[config.mk]
export PLATFORM = sky130hd
export DESIGN_NAME = turing_machine_tape_engine_flat
export DESIGN_NICKNAME = d
export VERILOG_FILES = /design/src/hdl/tme_pkg.sv /design/src/hdl/tme_if.sv /design/src/hdl/tme_rule_ram.sv /design/src/hdl/turing_machine_tape_engine.sv /design/src/flat_wrapper.sv
export SDC_FILE = /design/constraint.sdc
export NUM_CORES = 1
export LEC_CHECK = 0
export BUFFER_PORTS_ARGS = -buffer_cell sky130_fd_sc_hd__buf_2
export CORE_MARGIN = 10
export CORE_UTILIZATION = 60
export CTS_BUF_LIST = sky130_fd_sc_hd__clkbuf_16
export DETAILED_ROUTE_END_ITERATION = 8
export PLACE_DENSITY = 0.77
export SLEW_MARGIN = 5
export SYNTH_ARGS = -nofsm -noshare
export SYNTH_HDL_FRONTEND = slang
export SYNTH_SLANG_ARGS = --single-unit
[constraint.sdc]
create_clock -name clock -period 4.7 [get_ports clock]
set_clock_uncertainty 0.05 [all_clocks]
set_input_delay 0.47 -clock clock [delete_from_list [all_inputs] [get_ports clock]]
set_output_delay 0.47 -clock clock [all_outputs]
set_load 0.01 [all_outputs]
[src/hdl/tme_pkg.sv]
// Shared constants and types of the tape engine: defaults, opcodes, move codes.
// Depends on nothing.
package tme_pkg;

   // Default sizes of the machine
   localparam int TAPE_CELLS_DEF     = 8;
   localparam int MACHINE_STATES_DEF = 8;
   localparam int ALPHABET_SIZE_DEF  = 3;

   // Cells shown in the tape image word, two bits each
   localparam int IMAGE_CELLS = 8;

   // Fixed field widths of the words
   localparam int OPCODE_W   = 3;
   localparam int STATE_IN_W = 3;
   localparam int SYM_IN_W   = 2;
   localparam int MOVE_W     = 2;
   localparam int IMAGE_W    = 16;
   localparam int HEAD_OUT_W = 3;
   localparam int STATE_OUT_W = 3;

   typedef enum logic [OPCODE_W-1:0] {
      OP_LOAD_RULE = 3'd0,
      OP_CURSOR_R  = 3'd1,
      OP_CURSOR_L  = 3'd2,
      OP_CYCLE_SYM = 3'd3,
      OP_START     = 3'd4,
      OP_STEP      = 3'd5
   } opcode_type;

   localparam logic [MOVE_W-1:0] MOVE_STAY  = 2'd0;
   localparam logic [MOVE_W-1:0] MOVE_LEFT  = 2'd1;
   localparam logic [MOVE_W-1:0] MOVE_RIGHT = 2'd2;

endpackage

[src/hdl/tme_if.sv]
// Valid/ready channel interfaces for request and response words.
// Depends on tme_pkg for field widths.
interface tme_req_if;
   logic                                valid;
   logic                                ready;
   logic [tme_pkg::OPCODE_W-1:0]        opcode;
   logic [tme_pkg::STATE_IN_W-1:0]      rule_state;
   logic [tme_pkg::SYM_IN_W-1:0]        rule_symbol;
   logic [tme_pkg::SYM_IN_W-1:0]        rule_new_symbol;
   logic [tme_pkg::MOVE_W-1:0]          rule_move;
   logic [tme_pkg::STATE_IN_W-1:0]      rule_next_state;
   logic                                rule_final;

   modport source (output valid, opcode, rule_state, rule_symbol, rule_new_symbol,
                   rule_move, rule_next_state, rule_final, input ready);
   modport sink   (input valid, opcode, rule_state, rule_symbol, rule_new_symbol,
                   rule_move, rule_next_state, rule_final, output ready);
endinterface

interface tme_rsp_if;
   logic                                valid;
   logic                                ready;
   logic [tme_pkg::IMAGE_W-1:0]         tape_image;
   logic [tme_pkg::HEAD_OUT_W-1:0]      head_position;
   logic [tme_pkg::STATE_OUT_W-1:0]     machine_state;
   logic                                running;
   logic                                halted;
   logic                                refused;

   modport source (output valid, tape_image, head_position, machine_state, running,
                   halted, refused, input ready);
   modport sink   (input valid, tape_image, head_position, machine_state, running,
                   halted, refused, output ready);
endinterface

[src/hdl/tme_rule_ram.sv]
// Rule table RAM: one write port, one registered read port, per-entry valid bits
// so that never-written entries read as zero after reset. No package needed.
module tme_rule_ram #(
   parameter int AW = 5,
   parameter int DW = 7
) (
   input  logic          clock,
   input  logic          reset,
   input  logic          wr_en,
   input  logic [AW-1:0] wr_addr,
   input  logic [DW-1:0] wr_data,
   input  logic          rd_en,
   input  logic [AW-1:0] rd_addr,
   output logic [DW-1:0] rd_data
);

   localparam int DEPTH = 2 ** AW;

   logic [DW-1:0] mem [DEPTH];
   logic [DEPTH-1:0] valid_ff;
   logic [DW-1:0] rd_data_ff;

   // Storage array, no reset
   always_ff @(posedge clock) begin
      if (wr_en) begin
         mem[wr_addr] <= wr_data;
      end
   end

   // Valid bits: cleared by reset, set on first write
   always_ff @(posedge clock) begin
      if (reset) begin
         valid_ff <= '0;
      end else if (wr_en) begin
         valid_ff[wr_addr] <= 1'b1;
      end
   end

   // Registered read; data holds until the next read
   always_ff @(posedge clock) begin
      if (rd_en) begin
         rd_data_ff <= valid_ff[rd_addr] ? mem[rd_addr] : '0;
      end
   end

   assign rd_data = rd_data_ff;

endmodule

[src/hdl/turing_machine_tape_engine.sv]
// Top level of the table-driven Turing machine tape engine.
// Depends on tme_pkg, tme_if (tme_req_if, tme_rsp_if) and tme_rule_ram.
//
// Each request word yields one response word reporting tape, head, state and
// flags. A word is accepted into a single execute stage and its response lands
// in an output register. Load, cursor, cycle and start words are taken one per
// cycle while the response side does not stall. A step word is taken only when
// the execute stage is empty, because its rule lookup is a registered read of
// the rule RAM addressed by the current state and the symbol under the head,
// both of which the previous word may change; so each step waits until the
// previous word has left the execute stage.
// Rule RAM entries come out of reset as zero through per-entry valid bits, so
// there is no clearing pass.
module turing_machine_tape_engine #(
   parameter int TAPE_CELLS     = tme_pkg::TAPE_CELLS_DEF,
   parameter int MACHINE_STATES = tme_pkg::MACHINE_STATES_DEF,
   parameter int ALPHABET_SIZE  = tme_pkg::ALPHABET_SIZE_DEF
) (
   input logic        clock,
   input logic        reset,
   tme_req_if.sink    req_bus,
   tme_rsp_if.source  rsp_bus
);

   localparam int HW     = $clog2(TAPE_CELLS);
   localparam int SW     = $clog2(MACHINE_STATES);
   localparam int YW     = $clog2(ALPHABET_SIZE);
   localparam int RAM_AW = SW + YW;
   localparam int RAM_DW = YW + tme_pkg::MOVE_W + SW;
   localparam int SHOWN  = (TAPE_CELLS < tme_pkg::IMAGE_CELLS) ?
                           TAPE_CELLS : tme_pkg::IMAGE_CELLS;

   // Architectural state
   logic [YW-1:0] tape_ff [TAPE_CELLS];
   logic [YW-1:0] tape_in [TAPE_CELLS];
   logic [HW-1:0] head_ff, head_in;
   logic [SW-1:0] state_ff, state_in;
   logic          run_ff, run_in;
   logic          final_ff [MACHINE_STATES];
   logic          final_in [MACHINE_STATES];
   logic          cur_final_ff, cur_final_in;   // final mark of state_ff

   // Execute stage
   logic                                 s1_valid_ff, s1_valid_in;
   tme_pkg::opcode_type                  s1_op_ff;
   logic [tme_pkg::STATE_IN_W-1:0]       s1_state_ff;
   logic [tme_pkg::SYM_IN_W-1:0]         s1_sym_ff;
   logic [tme_pkg::SYM_IN_W-1:0]         s1_nsym_ff;
   logic [tme_pkg::MOVE_W-1:0]           s1_move_ff;
   logic [tme_pkg::STATE_IN_W-1:0]       s1_next_ff;
   logic                                 s1_fin_ff;

   // Output register
   logic                                 rsp_valid_ff, rsp_valid_in;
   logic [tme_pkg::IMAGE_W-1:0]          rsp_image_ff, rsp_image_in;
   logic [tme_pkg::HEAD_OUT_W-1:0]       rsp_head_ff;
   logic [tme_pkg::STATE_OUT_W-1:0]      rsp_state_ff;
   logic                                 rsp_run_ff, rsp_halt_ff, rsp_refused_ff;
   logic                                 refused_in;

   // Handshake and RAM signals
   logic              req_fire, req_is_step, s1_fire;
   logic              ram_we;
   logic [RAM_AW-1:0] ram_waddr, ram_raddr;
   logic [RAM_DW-1:0] ram_wdata, ram_rdata;
   logic [YW-1:0]     rd_nsym;
   logic [tme_pkg::MOVE_W-1:0] rd_move;
   logic [SW-1:0]     rd_next;
   logic [YW-1:0]     head_cell;
   logic              load_st_ok, load_rule_ok;
   logic              nz_found;
   logic [HW-1:0]     nz_pos;

   // Handshake: a step waits for an empty execute stage
   assign req_is_step  = (req_bus.opcode == tme_pkg::OP_STEP);
   assign s1_fire      = s1_valid_ff && (!rsp_valid_ff || rsp_bus.ready);
   assign req_bus.ready = !s1_valid_ff || (s1_fire && !req_is_step);
   assign req_fire     = req_bus.valid && req_bus.ready;
   assign s1_valid_in  = req_fire || (s1_valid_ff && !s1_fire);

   // Rule lookup issued at accept time
   assign head_cell = tape_ff[head_ff];
   assign ram_raddr = {state_ff, head_cell};

   tme_rule_ram #(
      .AW (RAM_AW),
      .DW (RAM_DW)
   ) u_rule_ram (
      .clock   (clock),
      .reset   (reset),
      .wr_en   (ram_we),
      .wr_addr (ram_waddr),
      .wr_data (ram_wdata),
      .rd_en   (req_fire && req_is_step),
      .rd_addr (ram_raddr),
      .rd_data (ram_rdata)
   );

   assign {rd_nsym, rd_move, rd_next} = ram_rdata;

   // Load validity checks
   assign load_st_ok   = int'(s1_state_ff) < MACHINE_STATES;
   assign load_rule_ok = (int'(s1_sym_ff) < ALPHABET_SIZE) &&
                         (int'(s1_nsym_ff) < ALPHABET_SIZE) &&
                         (int'(s1_next_ff) < MACHINE_STATES);
   assign ram_waddr = {SW'(s1_state_ff), YW'(s1_sym_ff)};
   assign ram_wdata = {YW'(s1_nsym_ff), s1_move_ff, SW'(s1_next_ff)};

   // Rightmost non-blank cell for start
   always_comb begin
      nz_found = 1'b0;
      nz_pos   = '0;
      for (int i = 0; i < TAPE_CELLS; i++) begin
         if (tape_ff[i] != '0) begin
            nz_found = 1'b1;
            nz_pos   = HW'(i);
         end
      end
   end

   // Execute: next architectural state
   always_comb begin
      tape_in      = tape_ff;
      head_in      = head_ff;
      state_in     = state_ff;
      run_in       = run_ff;
      final_in     = final_ff;
      cur_final_in = cur_final_ff;
      refused_in   = 1'b0;
      ram_we       = 1'b0;
      if (s1_fire) begin
         unique case (s1_op_ff)
            tme_pkg::OP_LOAD_RULE: begin
               if (load_st_ok) begin
                  final_in[SW'(s1_state_ff)] = s1_fin_ff;
                  if (SW'(s1_state_ff) == state_ff) begin
                     cur_final_in = s1_fin_ff;
                  end
                  ram_we = load_rule_ok;
               end
            end
            tme_pkg::OP_CURSOR_R: begin
               head_in = (head_ff == HW'(TAPE_CELLS - 1)) ? '0 : head_ff + HW'(1);
               run_in  = 1'b0;
            end
            tme_pkg::OP_CURSOR_L: begin
               head_in = (head_ff == '0) ? HW'(TAPE_CELLS - 1) : head_ff - HW'(1);
               run_in  = 1'b0;
            end
            tme_pkg::OP_CYCLE_SYM: begin
               tape_in[head_ff] = (head_cell == YW'(ALPHABET_SIZE - 1)) ?
                                  '0 : head_cell + YW'(1);
               run_in = 1'b0;
            end
            tme_pkg::OP_START: begin
               if (nz_found) begin
                  head_in      = nz_pos;
                  state_in     = '0;
                  run_in       = 1'b1;
                  cur_final_in = final_ff[0];
               end else begin
                  refused_in = 1'b1;
               end
            end
            tme_pkg::OP_STEP: begin
               if (run_ff && !cur_final_ff) begin
                  tape_in[head_ff] = rd_nsym;
                  if (rd_move == tme_pkg::MOVE_LEFT) begin
                     if (head_ff != '0) head_in = head_ff - HW'(1);
                  end else if (rd_move == tme_pkg::MOVE_RIGHT) begin
                     if (head_ff != HW'(TAPE_CELLS - 1)) head_in = head_ff + HW'(1);
                  end
                  state_in     = rd_next;
                  cur_final_in = final_ff[rd_next];
               end
            end
            default: ;
         endcase
      end
   end

   // Response image from the updated tape
   always_comb begin
      rsp_image_in = '0;
      for (int i = 0; i < SHOWN; i++) begin
         rsp_image_in[2*i +: 2] = 2'(tape_in[i]);
      end
   end

   assign rsp_valid_in = s1_fire || (rsp_valid_ff && !rsp_bus.ready);

   // Control and architectural registers
   always_ff @(posedge clock) begin
      if (reset) begin
         s1_valid_ff  <= 1'b0;
         rsp_valid_ff <= 1'b0;
         head_ff      <= '0;
         state_ff     <= '0;
         run_ff       <= 1'b0;
         cur_final_ff <= 1'b0;
         for (int i = 0; i < TAPE_CELLS; i++) tape_ff[i] <= '0;
         for (int i = 0; i < MACHINE_STATES; i++) final_ff[i] <= 1'b0;
      end else begin
         s1_valid_ff  <= s1_valid_in;
         rsp_valid_ff <= rsp_valid_in;
         head_ff      <= head_in;
         state_ff     <= state_in;
         run_ff       <= run_in;
         cur_final_ff <= cur_final_in;
         tape_ff      <= tape_in;
         final_ff     <= final_in;
      end
   end

   // Execute stage payload
   always_ff @(posedge clock) begin
      if (req_fire) begin
         s1_op_ff    <= tme_pkg::opcode_type'(req_bus.opcode);
         s1_state_ff <= req_bus.rule_state;
         s1_sym_ff   <= req_bus.rule_symbol;
         s1_nsym_ff  <= req_bus.rule_new_symbol;
         s1_move_ff  <= req_bus.rule_move;
         s1_next_ff  <= req_bus.rule_next_state;
         s1_fin_ff   <= req_bus.rule_final;
      end
   end

   // Output register payload
   always_ff @(posedge clock) begin
      if (s1_fire) begin
         rsp_image_ff   <= rsp_image_in;
         rsp_head_ff    <= tme_pkg::HEAD_OUT_W'(head_in);
         rsp_state_ff   <= tme_pkg::STATE_OUT_W'(state_in);
         rsp_run_ff     <= run_in;
         rsp_halt_ff    <= run_in && cur_final_in;
         rsp_refused_ff <= refused_in;
      end
   end

   assign rsp_bus.valid         = rsp_valid_ff;
   assign rsp_bus.tape_image    = rsp_image_ff;
   assign rsp_bus.head_position = rsp_head_ff;
   assign rsp_bus.machine_state = rsp_state_ff;
   assign rsp_bus.running       = rsp_run_ff;
   assign rsp_bus.halted        = rsp_halt_ff;
   assign rsp_bus.refused       = rsp_refused_ff;

endmodule

[src/flat_wrapper.sv]
// flat-port wrapper written by rule: the top's interface ports become plain ports
module turing_machine_tape_engine_flat 
#(
   parameter int TAPE_CELLS     = tme_pkg::TAPE_CELLS_DEF,
   parameter int MACHINE_STATES = tme_pkg::MACHINE_STATES_DEF,
   parameter int ALPHABET_SIZE  = tme_pkg::ALPHABET_SIZE_DEF
)
  (clock, reset, req_bus_valid, req_bus_opcode, req_bus_rule_state, req_bus_rule_symbol, req_bus_rule_new_symbol, req_bus_rule_move, req_bus_rule_next_state, req_bus_rule_final, req_bus_ready, rsp_bus_valid, rsp_bus_tape_image, rsp_bus_head_position, rsp_bus_machine_state, rsp_bus_running, rsp_bus_halted, rsp_bus_refused, rsp_bus_ready);
  tme_req_if req_bus_i ();
  tme_rsp_if rsp_bus_i ();
  input logic clock;
  input logic reset;
  input wire logic [$bits(req_bus_i.valid)-1:0] req_bus_valid;
  input wire logic [$bits(req_bus_i.opcode)-1:0] req_bus_opcode;
  input wire logic [$bits(req_bus_i.rule_state)-1:0] req_bus_rule_state;
  input wire logic [$bits(req_bus_i.rule_symbol)-1:0] req_bus_rule_symbol;
  input wire logic [$bits(req_bus_i.rule_new_symbol)-1:0] req_bus_rule_new_symbol;
  input wire logic [$bits(req_bus_i.rule_move)-1:0] req_bus_rule_move;
  input wire logic [$bits(req_bus_i.rule_next_state)-1:0] req_bus_rule_next_state;
  input wire logic [$bits(req_bus_i.rule_final)-1:0] req_bus_rule_final;
  output wire logic [$bits(req_bus_i.ready)-1:0] req_bus_ready;
  output wire logic [$bits(rsp_bus_i.valid)-1:0] rsp_bus_valid;
  output wire logic [$bits(rsp_bus_i.tape_image)-1:0] rsp_bus_tape_image;
  output wire logic [$bits(rsp_bus_i.head_position)-1:0] rsp_bus_head_position;
  output wire logic [$bits(rsp_bus_i.machine_state)-1:0] rsp_bus_machine_state;
  output wire logic [$bits(rsp_bus_i.running)-1:0] rsp_bus_running;
  output wire logic [$bits(rsp_bus_i.halted)-1:0] rsp_bus_halted;
  output wire logic [$bits(rsp_bus_i.refused)-1:0] rsp_bus_refused;
  input wire logic [$bits(rsp_bus_i.ready)-1:0] rsp_bus_ready;
  assign req_bus_i.valid = req_bus_valid;
  assign req_bus_i.opcode = req_bus_opcode;
  assign req_bus_i.rule_state = req_bus_rule_state;
  assign req_bus_i.rule_symbol = req_bus_rule_symbol;
  assign req_bus_i.rule_new_symbol = req_bus_rule_new_symbol;
  assign req_bus_i.rule_move = req_bus_rule_move;
  assign req_bus_i.rule_next_state = req_bus_rule_next_state;
  assign req_bus_i.rule_final = req_bus_rule_final;
  assign req_bus_ready = req_bus_i.ready;
  assign rsp_bus_valid = rsp_bus_i.valid;
  assign rsp_bus_tape_image = rsp_bus_i.tape_image;
  assign rsp_bus_head_position = rsp_bus_i.head_position;
  assign rsp_bus_machine_state = rsp_bus_i.machine_state;
  assign rsp_bus_running = rsp_bus_i.running;
  assign rsp_bus_halted = rsp_bus_i.halted;
  assign rsp_bus_refused = rsp_bus_i.refused;
  assign rsp_bus_i.ready = rsp_bus_ready;
  turing_machine_tape_engine #(.TAPE_CELLS(TAPE_CELLS), .MACHINE_STATES(MACHINE_STATES), .ALPHABET_SIZE(ALPHABET_SIZE)) u_core (.clock(clock), .reset(reset), .req_bus(req_bus_i), .rsp_bus(rsp_bus_i));
endmodule
==> results of run 1 <==
[cell families (layout without fill, tap and decap cells)]
logic type / Yosys count / count (layout) / share of synthesized area, %
muxes: 131 / 131 / 11.1
adders and majority gates: 8 / 8 / 0.686
other: 1 / 56 / 0.0257
DFF: 338 / 338 / 65.1
and+or+nand+nor: 354 / 354 / 11.4
AOI/OAI and AO/OA: 175 / 175 / 8.72
buffers and inverters: 82 / 139 / 2.75
xor gates and xnor gates: 5 / 5 / 0.300
[worst max-delay path, cell delays in order, from the launching register on]
cell	delay (ns)
dfxtp_1	0.74
mux2i_1	0.20
o22ai_1	0.95
nor2_4	0.36
mux2_2	0.38
a2111o_1	0.41
a221o_1	0.39
a21oi_1	0.15
[registers in the layout, summed over array words and instances (netlist names), 7 cells and up]
register and cells:
u_core.u_rule_ram.valid_ff 32, u_core.rsp_bus.tape_image 16, u_core.u_rule_ram.mem 224, u_core.tape_ff 16, u_core.u_rule_ram.rd_data 7, u_core.final_ff 8
[final cells by class]
type                            instances  area [um^2]
Inverter                               16         60.1
Clock buffer                           36          901
Multi-Input combinational cell        729         4930
Tap cell                              319          399
Clock inverter                         26          159
Timing Repair Buffer                   61          343
Sequential cell                       338         9490
Fill cell                            1740         7410
[placed cells by master, fill, tap and decap left out, types with 8 or more instances in the layout]
master	instances
a211oi_1	13
a21oi_1	37
a22o_1	15
and3_1	20
buf_2	46
buf_4	15
clkbuf_16	36
clkinv_1	8
clkinv_2	8
conb_1	56
dfxtp_1	66
edfxtp_1	272
ha_1	8
inv_1	21
mux2_2	10
mux2i_1	96
mux4_2	23
nand2_1	118
nand3_1	33
nor2_1	97
nor2b_1	36
nor3_1	11
o21ai_0	17
o22ai_1	21
[synthesized netlist by cell type, types with 20 or more instances]
master / n / area (um^2)
a21oi_1: 37 / 185
and3_1: 20 / 125
clkbuf_1: 41 / 154
dfxtp_1: 66 / 1320
edfxtp_1: 272 / 8170
mux2i_1: 97 / 971
mux4_2: 23 / 518
nand2_1: 118 / 443
nand3_1: 33 / 165
nor2_1: 98 / 368
nor2b_1: 36 / 225
o22ai_1: 21 / 131
[path summary, 6_finish.rpt]
path	depth (start not counted)	slack, ns	endpoint	startpoint
worst min register to register	2	0.41	u_core.final_ff[4]	u_core.final_ff[4]
worst max-delay path	7	0.92	u_core.u_rule_ram.rd_data[4]	u_core.head_ff[0]
worst min-delay path	1	0.06	u_core.s1_state_ff[2]	req_bus_rule_state[2]
worst max register to register	7	0.92	u_core.u_rule_ram.rd_data[4]	u_core.head_ff[0]
[layer usage]
metal	GRT usage (%)	vias to the layer above	wire length, um
met3	4.25	58	2520
met4	7.14	0	747
met5	0	-	0
li1	-	4254	-
met2	35.1	436	16300
met1	28.6	4636	13800
[metrics by stage]
stage / hold slack (ns) / area (um^2)
2_1_floorplan: 0.381 / 14800
3_3_place_gp: 0.391 / 15200
3_5_place_dp: 0.407 / 15200
4_1_cts: 0.0502 / 16300
5_1_grt: 0.0531 / 16300
6_report: 0.0636 / 16300
[power by group]
group	leakage, nW	switching [mW]	internal, mW
Combinational	2.00	0.0954	0.0485
Clock	0.555	1.10	1.45
Sequential	3.06	0.0642	3.29
==> results.json, run 1 <==
{
  "cts_hold_buf": 0,
  "drc": 0,
  "rows": 56,
  "dp_hpwl_mm": 21.5,
  "ys_ff_latch": 338,
  "dieArea_um2": 30900,
  "rsz0062_at_grt": "no",
  "ys.flop_type": "edfxtp_1",
  "seq_area_frac_synth_pct": 65.1,
  "wl_per_cell_um": 21.9,
  "overflow": 0,
  "io_pins": 47,
  "end_kind": "register",
  "ys_warn_count": 0,
  "grt_pass1_vias": 9124,
  "syn_avg_cell_area_um2": 13.3,
  "cts_tree": "yes",
  "antenna_found_initial": 0,
  "slew_violations": 0,
  "finalNetCount": 1208,
  "setup_viol": 0,
  "critPathKind": "reg2reg",
  "drt_iter0_drc": 894,
  "hold_viol": 0,
  "critPathMaxFanout": 18,
  "worstPathArrival_ns": 4.11,
  "place_ws_ns": 0.981,
  "initial_core_util_pct": 61.6,
  "final.period_utilization_pct": 80.4,
  "avgViaCountPerCell": 6.15,
  "diodes": 0,
  "clkTransAtPathRegs_ns": 0.06,
  "peakVddDrop_mv": 0.314,
  "cts-htree-levels": 2,
  "grt_max_degree": 67,
  "syn-cell-area_um2": 14600,
  "syn_inst": 1094,
  "place.gp.congestion": 0.873,
  "instances_no_fill": 1525,
  "maxSlewHeadroom_pct": 17.0,
  "clkSinkCount": 338,
  "numCtsBuffers": 34,
  "start_kind": "register",
  "dieHeight_um": 176,
  "powerDensity_nw_per_um2": 371,
  "ant_nets": 0,
  "cts_resized": 0,
  "utilization_pct": 68.7,
  "clkLatencyLatePin_ns": 0.53,
  "synthToLayoutAreaGrowth_pct": 11.6,
  "drv_cap": 0,
  "async_flop_share_pct": 0,
  "post_cts_buffers": 0,
  "drive_above_1_share_pct": 13.7,
  "setup_ws_ns": 0.922,
  "grt_pass1_wl_mm": 52.5,
  "cp.required_ns": 5.03,
  "synth_edf_count": 272,
  "core_area_um2": 23700,
  "max_freq_mhz": 265,
  "hold_class": "in2reg",
  "tns_ns": 0,
  "power_leakage_nw": 5.61,
  "period_minus_slack_ns": 3.78,
  "die_w_um": 176,
  "cts_root_buffer": "clkbuf_16",
  "num_vias": 9384,
  "drt_pass1_iterations": 5,
  "gr-usage-all-layers_pct": 21.6,
  "yosysUniqueCellTypes": 71,
  "cts_buffer_depth": 3,
  "max_slew.worst_pin.slew_ns": 1.24,
  "portBuffers": 46,
  "place_inst": 1463,
  "finalPower_mw": 6.04,
  "drt-total-wl_mm": 33.4,
  "status": "complete, no violations"
}
(Power assumes the default switching activity.)
==> inputs of run 2 (changes only) <==
- clock period: 4.7 -> 3.7 ns (I/O delays scaled with it)
==> results.json, run 2 (synthesized netlist as in run 1, its figures left out) <==
{
  "status": "complete, no violations",
  "synthToLayoutAreaGrowth_pct": 15.5,
  "hold_class": "in2reg",
  "gr-usage-all-layers_pct": 22.7,
  "reg2reg_from": "u_core.head_ff[2]",
  "tns_ns": 0,
  "die_w_um": 176,
  "cts-htree-levels": 2,
  "grt_max_degree": 48,
  "endpoint": "u_core.u_rule_ram.rd_data[6]",
  "regMostFlops": "u_core.u_rule_ram.mem",
  "reg_top3": "u_core.u_rule_ram.mem: 224 flops, u_core.u_rule_ram.valid_ff: 32 flops",
  "slew_violations": 0,
  "peakVddDrop_mv": 0.427,
  "core_area_um2": 23700,
  "grt_pass1_wl_mm": 54.8,
  "critPathMaxFanout": 28,
  "wl_per_cell_um": 22.3,
  "avgViaCountPerCell": 6.16,
  "place.gp.congestion": 0.885,
  "final_common_cell": "edfxtp_1",
  "drv_cap": 0,
  "rrSetupSlack_ns": 0.41,
  "clkSinkCount": 338,
  "portBuffers": 46,
  "diodes": 0,
  "num_vias": 9730,
  "rows": 56,
  "clkLatencyLatePin_ns": 0.53,
  "end_kind": "register",
  "layout_common_cells": "272 x edfxtp_1, 118 x nand2_1, 97 x nor2_1",
  "start_kind": "register",
  "power_leakage_nw": 5.91,
  "ant_nets": 0,
  "clkTransAtPathRegs_ns": 0.06,
  "cts_resized": 0,
  "maxSlewHeadroom_pct": 12.7,
  "grt_pass1_vias": 9626,
  "rsz0062_at_grt": "no",
  "drt-total-wl_mm": 35.2,
  "cts_root_buffer": "clkbuf_16",
  "io_pins": 47,
  "place_inst": 1498,
  "period_minus_slack_ns": 3.29,
  "timing.rr.end": "u_core.u_rule_ram.rd_data[6]",
  "reg2reg_depth": 8,
  "drc": 0,
  "numCtsBuffers": 36,
  "multi_input_area_um2": 4920,
  "nFillCells": 1632,
  "critPathLaunch": "u_core.head_ff[2]",
  "setup_viol": 0,
  "powerDensity_nw_per_um2": 475,
  "largest_reg_flops": 224,
  "initial_core_util_pct": 61.6,
  "drt_pass1_iterations": 5,
  "regArea_um2": 9490,
  "dp_hpwl_mm": 21.9,
  "max_slew.worst_pin.slew_ns": 1.31,
  "max_freq_mhz": 304,
  "overflow": 0,
  "cts_buffer_depth": 3,
  "critPathKind": "reg2reg",
  "drt_iter0_drc": 1302,
  "final.period_utilization_pct": 89.0,
  "antenna_found_initial": 0,
  "worstPathArrival_ns": 3.49,
  "cts_tree": "yes",
  "drive_above_1_share_pct": 16.2,
  "dieArea_um2": 30900,
  "cp.required_ns": 3.90,
  "finalNetCount": 1261,
  "dieHeight_um": 176,
  "hold_viol": 0,
  "instances_no_fill": 1580
}
==> run 2: changes by cell type in the layout (fill, tap and decap cells not counted), sizes merged <==
cell / delta
clkinv: -2
bufinv: +3
clkbuf: +1
clkinvlp: +2
dlygate4sd3: +16
buf: +35
==> run 2: power breakdown <==
part / total (mW) / switching [mW] / internal, mW
Combinational: 0.220 / 0.141 / 0.0791
Clock: 3.54 / 1.44 / 2.10
Sequential: 4.25 / 0.0688 / 4.18
Total: 8.01 / 1.65 / 6.36
==> run 2: area by class of cell <==
| cell class | count | area share (%) |
|---|---|---|
| clock inverters | 29 | 1.46 |
| multi-input cells | 729 | 29.2 |
| clock buffers | 37 | 5.50 |
| well taps | 319 | 2.37 |
| flip-flops and latches | 338 | 56.3 |
| repair buffers | 112 | 4.77 |
| inverters | 16 | 0.357 |
==> run 2: through the flow <==
stage | cell area [um^2] | utilization, % | hold WS (ns) | power, mW | setup slack (ns)
finish | 16800 | 71.1 | 0.0953 | 8.01 | 0.405
global route | 16800 | 71.1 | 0.101 | 8.26 | 0.197
floorplan | 14800 | - | 0.381 | 4.43 | 0.868
CTS | 16800 | 71.1 | 0.0867 | 8.03 | 0.390
detailed placement | 15500 | 65.5 | 0.401 | 4.52 | 0.377
global placement | 15500 | 65.5 | 0.393 | 4.52 | 0.463
==> run 2: timing repair <==
action                                 4_1_cts  5_1_grt
hold buffers                                16        0
endpoints found under the hold margin       16        0
buffers inserted                             0        0
==> run 2: worst min-delay path by stage <==
stage / from / depth (start not counted) / end
after CTS: rsp_bus_ready / 4 / u_core.s1_valid_ff
final: rsp_bus_ready / 4 / u_core.s1_valid_ff
after detailed placement: u_core.final_ff[4] / 2 / u_core.final_ff[4]
after floorplan: u_core.u_rule_ram.valid_ff[29] / 2 / u_core.u_rule_ram.valid_ff[29]
after global routing: rsp_bus_ready / 4 / u_core.s1_valid_ff
after global placement: u_core.final_ff[2] / 2 / u_core.final_ff[2]
==> run 2: metal layers <==
metal	vias to the layer above	share of wire (%)	wire, um	track usage [%]
met3	110	9.4	3310	5.49
met4	0	3.7	1300	7.91
met5	-	0	0	0
met1	4737	38	13200	28.4
met2	513	49	17300	37.9
li1	4370	-	-	-
==> run 2: worst max-delay path: stages, from the launching register on <==
cell,delay (ns)
dfxtp_1,0.57
mux4_2,0.60
mux2_4,0.44
buf_4,0.33
nand2_1,0.11
nand4_1,0.10
o211a_1,0.20
a211oi_4,0.51
a21oi_1,0.10
==> inputs of run 3 (changes only) <==
- ABC_CLOCK_PERIOD_IN_PS: not set -> 3700
- CTS_BUF_LIST: sky130_fd_sc_hd__clkbuf_16 -> sky130_fd_sc_hd__clkbuf_8
==> results.json, run 3 (synthesized netlist as in run 1, its figures left out) <==
{
  "status": "complete, no violations",
  "die_w_um": 176,
  "reg_top3": "u_core.u_rule_ram.mem: 224 flops, u_core.u_rule_ram.valid_ff: 32 flops",
  "cts-htree-levels": 2,
  "hold_slack_ns": 0.148,
  "critPathKind": "reg2reg",
  "overflow": 0,
  "power_leakage_nw": 5.92,
  "place.gp.congestion": 0.885,
  "regMostFlops": "u_core.u_rule_ram.mem",
  "drc": 0,
  "antenna_found_initial": 0,
  "dieHeight_um": 176,
  "gr-usage-all-layers_pct": 22.4,
  "numCtsBuffers": 52,
  "drt_pass1_iterations": 6,
  "end_kind": "register",
  "place_inst": 1498,
  "ant_nets": 0,
  "slew_violations": 0,
  "cp.required_ns": 3.99,
  "io_pins": 47,
  "critPathMaxFanout": 21,
  "hold_class": "in2reg",
  "max_freq_mhz": 303,
  "setup_ws_ns": 0.405,
  "largest_reg_flops": 224,
  "layout_common_cells": "272 x edfxtp_1, 118 x nand2_1, 97 x nor2_1",
  "synthToLayoutAreaGrowth_pct": 14.7,
  "peakVddDrop_mv": 0.373,
  "hp-start": "reset",
  "wl_per_cell_um": 21.8,
  "dp_hpwl_mm": 21.9,
  "grt_pass1_vias": 9634,
  "clkLatencyLatePin_ns": 0.62,
  "drt_iter0_drc": 1385,
  "drv_cap": 0,
  "portBuffers": 46,
  "avgViaCountPerCell": 6.07,
  "finalInstanceArea_um2": 16700,
  "final.period_utilization_pct": 89.1,
  "start_kind": "register",
  "grt_pass1_wl_mm": 54.3,
  "utilization_pct": 70.6,
  "instances_no_fill": 1612,
  "tns_ns": 0,
  "cts_tree": "yes",
  "critPathLaunch": "u_core.head_ff[2]",
  "drt-total-wl_mm": 35.1,
  "period_minus_slack_ns": 3.29,
  "dieArea_um2": 30900,
  "post_cts_buffers": 0,
  "maxSlewHeadroom_pct": 16.1,
  "worstPathArrival_ns": 3.58,
  "num_vias": 9792,
  "cts_buffer_depth": 3,
  "finalPower_mw": 7.49,
  "diodes": 0,
  "rows": 56,
  "grt_max_degree": 48,
  "drive_above_1_share_pct": 16.8,
  "hold_viol": 0,
  "powerDensity_nw_per_um2": 448,
  "clkSinkCount": 338,
  "core_area_um2": 23700,
  "rsz0062_at_grt": "no",
  "placed_area_um2": 15500,
  "place_ws_ns": 0.377,
  "reg2reg_from": "u_core.head_ff[2]",
  "setup_viol": 0,
  "cts_root_buffer": "clkbuf_8",
  "final_common_cell": "edfxtp_1",
  "initial_core_util_pct": 61.6,
  "clkTransAtPathRegs_ns": 0.06,
  "max_slew.worst_pin.slew_ns": 1.26,
  "finalNetCount": 1279
}
-- run 3: metal layers --
metal	vias to the layer above	part of all wire [%]	global-route usage, %
met5	-	0	0
met1	4775	39	28.6
met2	523	48	36.7
met4	0	3.0	8.48
li1	4408	-	-
met3	86	9.4	5.30
-- run 3: what timing repair did --
action / CTS / global route
hold buffers: 18 / 0
hold endpoints to repair: 17 / 0
endpoints found under the setup margin: 0 / 0
resized for setup: 0 / 0
-- run 3: path summary, 6_finish.rpt --
| kind | endpoint | slack (ns) | cells after the start |
|---|---|---|---|
| max reg2reg | u_core.u_rule_ram.rd_data[5] | 0.41 | 7 |
| min reg2reg | u_core.final_ff[4] | 0.41 | 2 |
| min | u_core.head_ff[1] | 0.15 | 2 |
| max | u_core.u_rule_ram.rd_data[5] | 0.41 | 7 |
-- run 3: worst max-delay path, stage by stage (launching register included) --
cell      delay (ns)
dfxtp_1         0.59
mux4_2          0.60
mux2_4          0.44
mux4_2          0.47
mux2i_1         0.15
o22ai_1         0.13
a211oi_4        0.49
a211oi_1        0.10
-- run 3: area by class of cell --
class / instances / area, um^2
clock buffer: 58 / 798
clock inverter: 38 / 231
fill: 1665 / 6960
inverter: 16 / 60.1
multi-input combinational: 729 / 4920
sequential: 338 / 9490
tap: 319 / 399
timing repair buffer: 114 / 823
-- run 3: report_power, final --
group	internal, mW	switching [mW]	leakage (nW)
clock network	1.59	1.43	0.594
registers	4.18	0.0677	3.06
logic	0.0805	0.141	2.27
total	5.85	1.64	5.92
